[src/rtl/frs_pkg.sv]
// Shared types and constants for the flush relay sequencer.
`timescale 1ns / 1ps

package frs_pkg;

   localparam int unsigned TIME_W = 32;
   localparam int unsigned ADDR_W = 4;
   localparam int unsigned DATA_W = 32;

   localparam logic [TIME_W-1:0] PRIME_MS_RST  = 32'd120000;
   localparam logic [TIME_W-1:0] TOGGLE_MS_RST = 32'd60000;
   localparam logic [TIME_W-1:0] FINISH_MS_RST = 32'd180000;
   localparam logic [TIME_W-1:0] TOTAL_MS_RST  = 32'd10800000;

   typedef enum logic [1:0] {
      REG_PRIME  = 2'd0,
      REG_TOGGLE = 2'd1,
      REG_FINISH = 2'd2,
      REG_TOTAL  = 2'd3
   } reg_index_type;

   typedef struct packed {
      logic [TIME_W-1:0] prime_ms;
      logic [TIME_W-1:0] toggle_ms;
      logic [TIME_W-1:0] finish_ms;
      logic [TIME_W-1:0] total_ms;
   } cfg_type;

endpackage

[src/rtl/frs_csr.sv]
// APB register file holding the sequence timing settings.
`timescale 1ns / 1ps

module frs_csr
   import frs_pkg::*;
(
   input  logic              clock,
   input  logic              reset,
   input  logic              csr_psel,
   input  logic              csr_penable,
   input  logic              csr_pwrite,
   input  logic [ADDR_W-1:0] csr_paddr,
   input  logic [DATA_W-1:0] csr_pwdata,
   output logic [DATA_W-1:0] csr_prdata,
   output logic              csr_pready,
   output cfg_type           cfg
);

   cfg_type       cfg_ff;
   cfg_type       cfg_in;
   reg_index_type idx;
   logic          wr_en;

   assign idx        = reg_index_type'(csr_paddr[3:2]);
   assign wr_en      = csr_psel && csr_penable && csr_pwrite;
   assign csr_pready = 1'b1;
   assign cfg        = cfg_ff;

   always_comb begin
      cfg_in = cfg_ff;
      if (wr_en) begin
         unique case (idx)
            REG_PRIME:  cfg_in.prime_ms  = csr_pwdata;
            REG_TOGGLE: cfg_in.toggle_ms = csr_pwdata;
            REG_FINISH: cfg_in.finish_ms = csr_pwdata;
            REG_TOTAL:  cfg_in.total_ms  = csr_pwdata;
            default:    cfg_in = cfg_ff;
         endcase
      end
   end

   always_comb begin
      unique case (idx)
         REG_PRIME:  csr_prdata = cfg_ff.prime_ms;
         REG_TOGGLE: csr_prdata = cfg_ff.toggle_ms;
         REG_FINISH: csr_prdata = cfg_ff.finish_ms;
         REG_TOTAL:  csr_prdata = cfg_ff.total_ms;
         default:    csr_prdata = '0;
      endcase
   end

   always_ff @(posedge clock) begin
      if (reset) begin
         cfg_ff.prime_ms  <= PRIME_MS_RST;
         cfg_ff.toggle_ms <= TOGGLE_MS_RST;
         cfg_ff.finish_ms <= FINISH_MS_RST;
         cfg_ff.total_ms  <= TOTAL_MS_RST;
      end else begin
         cfg_ff <= cfg_in;
      end
   end

endmodule

[src/rtl/frs_core.sv]
// Poll register, sequencer state update and result register.
`timescale 1ns / 1ps

module frs_core
   import frs_pkg::*;
(
   input  logic              clock,
   input  logic              reset,
   input  cfg_type           cfg,
   input  logic              req_valid,
   output logic              req_stall,
   input  logic              req_switch_on,
   input  logic              req_switch_flush,
   input  logic [TIME_W-1:0] req_now_ms,
   output logic              rsp_valid,
   input  logic              rsp_stall,
   output logic              rsp_inlet_relay,
   output logic              rsp_outlet_relay
);

   // poll register
   logic              s1_valid_ff, s1_valid_in;
   logic              s1_on_ff, s1_flush_ff;
   logic [TIME_W-1:0] s1_now_ff;

   // sequencer state
   logic              want_inlet_ff, want_inlet_in;
   logic              want_outlet_ff, want_outlet_in;
   logic              pin_inlet_ff, pin_inlet_in;
   logic              pin_outlet_ff, pin_outlet_in;
   logic              running_ff, running_in;
   logic [TIME_W-1:0] start_ff, start_in;
   logic [TIME_W-1:0] last_ff, last_in;

   // result register
   logic              out_valid_ff, out_valid_in;
   logic              out_inlet_ff, out_outlet_ff;

   logic              out_free;
   logic              advance;
   logic              req_take;
   logic              run_pos, flush_pos;
   logic [TIME_W-1:0] start_eff, last_eff;
   logic [TIME_W-1:0] done, since_last, since_start;
   logic              prime_hit, toggle_hit, finish_hit, restamp;

   assign out_free  = !out_valid_ff || !rsp_stall;
   assign advance   = s1_valid_ff && out_free;
   assign req_stall = s1_valid_ff && !advance;
   assign req_take  = req_valid && !req_stall;

   assign run_pos   = s1_on_ff && !s1_flush_ff;
   assign flush_pos = s1_flush_ff && !s1_on_ff;

   assign start_eff   = running_ff ? start_ff : s1_now_ff;
   assign last_eff    = running_ff ? last_ff : s1_now_ff;
   assign done        = last_eff - start_eff;
   assign since_last  = s1_now_ff - last_eff;
   assign since_start = s1_now_ff - start_eff;

   assign prime_hit  = done <= cfg.prime_ms;
   assign toggle_hit = !prime_hit && (done <= cfg.total_ms) && (since_last >= cfg.toggle_ms);
   assign restamp    = prime_hit || toggle_hit;
   // after a restamp the time since the last event is zero
   assign finish_hit = restamp || (since_last <= cfg.finish_ms);

   always_comb begin
      want_inlet_in  = want_inlet_ff;
      want_outlet_in = want_outlet_ff;
      pin_inlet_in   = pin_inlet_ff;
      pin_outlet_in  = pin_outlet_ff;
      running_in     = running_ff;
      start_in       = start_ff;
      last_in        = last_ff;
      if (advance) begin
         if (run_pos) begin
            want_inlet_in  = 1'b1;
            want_outlet_in = 1'b0;
            pin_inlet_in   = 1'b1;
            pin_outlet_in  = 1'b0;
            running_in     = 1'b0;
         end else if (flush_pos) begin
            running_in = 1'b1;
            start_in   = start_eff;
            last_in    = restamp ? s1_now_ff : last_eff;
            if (prime_hit) begin
               want_inlet_in  = 1'b1;
               want_outlet_in = 1'b0;
               pin_inlet_in   = 1'b1;
               pin_outlet_in  = 1'b0;
            end else if (toggle_hit) begin
               want_inlet_in  = !want_inlet_ff;
               want_outlet_in = !want_outlet_ff;
               pin_inlet_in   = !want_inlet_ff;
               pin_outlet_in  = !want_outlet_ff;
            end
            if (since_start >= cfg.total_ms) begin
               pin_inlet_in  = finish_hit;
               pin_outlet_in = 1'b0;
            end
         end else begin
            pin_inlet_in  = 1'b0;
            pin_outlet_in = 1'b0;
            running_in    = 1'b0;
         end
      end
   end

   always_comb begin
      s1_valid_in = req_take || (s1_valid_ff && !advance);
      if (advance) begin
         out_valid_in = 1'b1;
      end else begin
         out_valid_in = out_valid_ff && rsp_stall;
      end
   end

   always_ff @(posedge clock) begin
      if (reset) begin
         s1_valid_ff    <= 1'b0;
         out_valid_ff   <= 1'b0;
         want_inlet_ff  <= 1'b0;
         want_outlet_ff <= 1'b0;
         pin_inlet_ff   <= 1'b0;
         pin_outlet_ff  <= 1'b0;
         running_ff     <= 1'b0;
         start_ff       <= '0;
         last_ff        <= '0;
      end else begin
         s1_valid_ff    <= s1_valid_in;
         out_valid_ff   <= out_valid_in;
         want_inlet_ff  <= want_inlet_in;
         want_outlet_ff <= want_outlet_in;
         pin_inlet_ff   <= pin_inlet_in;
         pin_outlet_ff  <= pin_outlet_in;
         running_ff     <= running_in;
         start_ff       <= start_in;
         last_ff        <= last_in;
      end
   end

   always_ff @(posedge clock) begin
      if (req_take) begin
         s1_on_ff    <= req_switch_on;
         s1_flush_ff <= req_switch_flush;
         s1_now_ff   <= req_now_ms;
      end
      if (advance) begin
         out_inlet_ff  <= pin_inlet_in;
         out_outlet_ff <= pin_outlet_in;
      end
   end

   assign rsp_valid        = out_valid_ff;
   assign rsp_inlet_relay  = out_inlet_ff;
   assign rsp_outlet_relay = out_outlet_ff;

endmodule

[src/rtl/flush_relay_sequencer.sv]
// Flush relay sequencer top level.
`timescale 1ns / 1ps

// Each poll item (run and flush switch levels plus a millisecond time) yields
// one item with the latched inlet and outlet relay drives. A poll is captured
// in an input register; when the output register is free, the sequencer state
// and relay drives are updated and written to that output register, and one
// poll is taken every cycle while the result side keeps up.
// Run position drives the inlet only; flush position runs prime, alternation
// and finish phases timed from the poll on which flush was entered; any other
// switch combination turns both relays off. All time differences wrap modulo
// 2^32. Timing settings live in four 32-bit registers at byte addresses 0x0
// (prime), 0x4 (toggle), 0x8 (finish) and 0xC (total); they are to be written
// only while no poll is in flight, which the block itself does not enforce.

module flush_relay_sequencer
   import frs_pkg::*;
(
   input  logic              clock,
   input  logic              reset,
   input  logic              csr_psel,
   input  logic              csr_penable,
   input  logic              csr_pwrite,
   input  logic [ADDR_W-1:0] csr_paddr,
   input  logic [DATA_W-1:0] csr_pwdata,
   output logic [DATA_W-1:0] csr_prdata,
   output logic              csr_pready,
   input  logic              req_valid,
   output logic              req_stall,
   input  logic              req_switch_on,
   input  logic              req_switch_flush,
   input  logic [TIME_W-1:0] req_now_ms,
   output logic              rsp_valid,
   input  logic              rsp_stall,
   output logic              rsp_inlet_relay,
   output logic              rsp_outlet_relay
);

   cfg_type cfg;

   frs_csr u_csr (
      .clock       (clock),
      .reset       (reset),
      .csr_psel    (csr_psel),
      .csr_penable (csr_penable),
      .csr_pwrite  (csr_pwrite),
      .csr_paddr   (csr_paddr),
      .csr_pwdata  (csr_pwdata),
      .csr_prdata  (csr_prdata),
      .csr_pready  (csr_pready),
      .cfg         (cfg)
   );

   frs_core u_core (
      .clock            (clock),
      .reset            (reset),
      .cfg              (cfg),
      .req_valid        (req_valid),
      .req_stall        (req_stall),
      .req_switch_on    (req_switch_on),
      .req_switch_flush (req_switch_flush),
      .req_now_ms       (req_now_ms),
      .rsp_valid        (rsp_valid),
      .rsp_stall        (rsp_stall),
      .rsp_inlet_relay  (rsp_inlet_relay),
      .rsp_outlet_relay (rsp_outlet_relay)
   );

endmodule

[config.mk]
export PLATFORM = sky130hd
export DESIGN_NAME = flush_relay_sequencer
export DESIGN_NICKNAME = d
export VERILOG_FILES = /design/src/rtl/frs_pkg.sv /design/src/rtl/frs_csr.sv /design/src/rtl/frs_core.sv /design/src/rtl/flush_relay_sequencer.sv
export SDC_FILE = /design/constraint.sdc
export NUM_CORES = 1
export LEC_CHECK = 0
export BUFFER_PORTS_ARGS = -buffer_cell sky130_fd_sc_hd__buf_2
export CAP_MARGIN = 0
export CORE_MARGIN = 5
export CORE_UTILIZATION = 63
export DETAILED_ROUTE_END_ITERATION = 16
export PLACE_DENSITY = 0.81
export SETUP_SLACK_MARGIN = 0.02
export SYNTH_ARGS = -nofsm -noshare
export SYNTH_HDL_FRONTEND = slang
export SYNTH_SLANG_ARGS = --single-unit
[constraint.sdc]
create_clock -name clock -period 7.5 [get_ports clock]
set_clock_uncertainty 0.05 [all_clocks]
set_input_delay 0.75 -clock clock [delete_from_list [all_inputs] [get_ports clock]]
set_output_delay 0.75 -clock clock [all_outputs]
set_load 0.02 [all_outputs]
==> results.md <==
* Status: finished clean
* Placed cells at roughly 2.6k
* Root Driver: clkbuf_16
* Routed WL per cell at 19.0 um
* CP startpoint kind: flop
* IO Count at between 100 and 150
* VDD IR max at 0.212 mV
* Gpl congestion at 0.975
* Commonest cells post-synth: nand2_1, a21oi_1, ha_1
* Final setup vio count at 0
* Min cycle time layout at 6680 ps
* Gr usage total at 30.7%
* Clk pin slew, worst setup/hold paths at 60 ps
* Worst min path class: in -> reg
* Slew margin rel. at 25.8%
* Clk pwr share at 33.0%
* DRT Wirelength at 49,500 um
* Post-synthesis sequential area ratio at between 20% and 30%
* Slew Limit Fails at 0
* Worst-margin pin slew at 1110 ps
* R2R setup slack at 820 ps
* PwrDens at 206 nW/um^2
* DRT antenna net count at 0
* Synthesis-to-layout area growth at 9.64%
* Post-synthesis cell count at approximately 2.1k
* Async SR Flop Fraction at 0%
* Leakage power at 8.44 nW
* CTS Hold Bufs at 0
* Syn nets at between 2k and 2.5k
* Initial antenna violation count at 0
* Mapped Area at 17,700 sq um
* Fraction of the cycle the final worst path needs at between 80% and 90%
* Number of synthesized flops with an enable pin at 36
* # DRC at 0
* Vias in the first global route at 15.4k
* TritonCTS Sinks at 235
* Core area at about 28,000 sq um
* Syn_area_per_cell at 8.30 sq um
* Synth unique cells at 74
* Share of layout cells above drive strength 1 at 10.4%
* Critical path fanouts, max at 76
* Fin nets at 2,543
* Worst setup path category: reg -> reg
* Sequential power share at 33.6%
* Num CTS Buffers at 28
* Combinational Power Share at 33.4%
* Main synth FF type: dfxtp_1
* Crit. End Element: flop
* Total number of vias at about 16k
* Synth warn at 0
* Cell Int Power at 0.00264 W
* Initial DRC count at 1,214
* Skew-Pair Late Insertion Delay at approximately 550 ps
* Site Rows at 61
* Crit path largest cell delay at about 610 ps
* Filler cells at 2,300
* Unrepaired setup endpoints after global routing: false
* CP Data Arrival Time at 7030 ps
* DRT Pass-1 Iters at 5
* Input/output buffers at 110
* Critical path buffers and inverters at 3
* Slowest-stage cell, CP: dfxtp_2
* Switching fraction of total power at between 30% and 40%
* Detailed placement HPWL at about 37,000 um
* Fmax at 150 MHz
* Die Wd at 178 um
* Max clock buf depth at 3
* Post-synth top area share at 22.4%
* Sw power at 0.00137 W
* Largest net degree at the start of global routing at 77
* FF+latch count, synth at 235
* Initial Util at 63.9%
* Die area at 31,600 sq um
* Die H at 178 um
* CTS tree: yes
* Area leader, netlist: dfxtp_1
* Cell chain of the critical path: buf_12 > nor2b_1 > a21oi_1 > inv_1 > ha_1 > a2111oi_0 > a211oi_1 > o21ai_1 > o21ai_0 > a211oi_1 > nor2b_1 > o41ai_1 > xnor2_1 > ha_1 > nand2_1 > nor4_1 > o21ai_0 > a41oi_1 > o31ai_2 > o31ai_4 > buf_6 > mux2i_1 > nor2_1
* N_diodes at 0
* Final Hold Violating Endpoints at 0
* Sum of negative setup slack at 0 ps
* Top Family by Delay on Critical Path: compound AO/OA/AOI/OAI gates
* CP Data Required Time at 7860 ps
* Top cells by area, synth: dfxtp_1, ha_1, a21oi_1
* Max Cap Viol at 0
* Final std cells w/o fill at 2,608
* Total gr overflow at 0
* First-pass GRT wire length at roughly 78,000 um
* Most common cell in the netlist: nand2_1
* H-tree levels at 1
* Via density per instance at 6.03
-- flip-flops by register name (all words and copies together), names as in the netlist, 32 cells and up --
register / flops
u_csr.cfg: 128
u_core.last_ff: 32
u_core.s1_now_ff: 32
u_core.start_ff: 32
-- placed cells by master, fill, tap and decap left out, types with 56 or more instances in the layout --
cell type	netlist	routed
xnor2_1	59	59
nand2_1	302	302
ha_1	255	255
a21o_1	69	69
a21oi_1	279	279
buf_2	0	109
inv_1	187	187
nor2_1	132	132
dfxtp_1	199	198
o21ai_0	56	56
-- kinds of logic after synthesis --
| group | share of synthesized area, % |
|---|---|
| flops | 28.5 |
| xor+xnor | 4.10 |
| mux | 6.09 |
| simple gates | 15.7 |
| buf+inv | 5.84 |
| compound gates | 21.4 |
| fa+ha+maj | 18.3 |
| other cells | 0.0211 |
-- layout make-up --
class	instances	area (sq um)	area share [%]
clock inverters	14	108	0.553
well taps	378	473	2.43
clock buffers	38	790	4.06
inverters	187	702	3.61
flip-flops and latches	235	5070	26.0
multi-input cells	1634	11700	59.9
repair buffers	122	659	3.39
-- routing by layer --
layer,wire length (um),GRT usage [%],part of all wire [%]
met1,19700,36.2,40
met2,23600,53.4,48
met3,2650,3.39,5.4
met4,3510,19.1,7.1
met5,0,0,0
-- final timing paths --
kind,from,endpoint,cells past startpoint
worst max-delay path,u_core.running_ff,u_core.last_ff[9],23
worst min-delay path,req_now_ms[0],u_core.s1_now_ff[0],1
worst max register to register,u_core.running_ff,u_core.last_ff[9],23
worst min register to register,u_csr.cfg[100],u_csr.cfg[100],2
-- metrics by stage --
stage               hold slack, ps  cell area [sq um]  utilization, %  setup WS (ps)  power [W]
finish                         318              19500            70.0            825    0.00400
global placement               394              18600            66.8           1010    0.00263
floorplan                      386              17700               -           1910    0.00233
detailed placement             413              18600            66.8            790    0.00268
CTS                            302              19500            70.0            715    0.00401
global route                   303              19500            70.0            109    0.00423
-- power groups by stage --
stage	Sequential, W	Clock, W	Combinational, W
2_1_floorplan	0.00136	0	0.000965
3_3_place_gp	0.00137	0	0.00126
3_5_place_dp	0.00137	0	0.00131
4_1_cts	0.00134	0.00134	0.00132
5_1_grt	0.00135	0.00139	0.00148
6_report	0.00134	0.00132	0.00134
-- what timing repair did --
action,CTS,global route
setup endpoints to repair,0,26
buffers inserted,0,0
gates resized for setup,0,1
(Power assumes the default switching activity.)
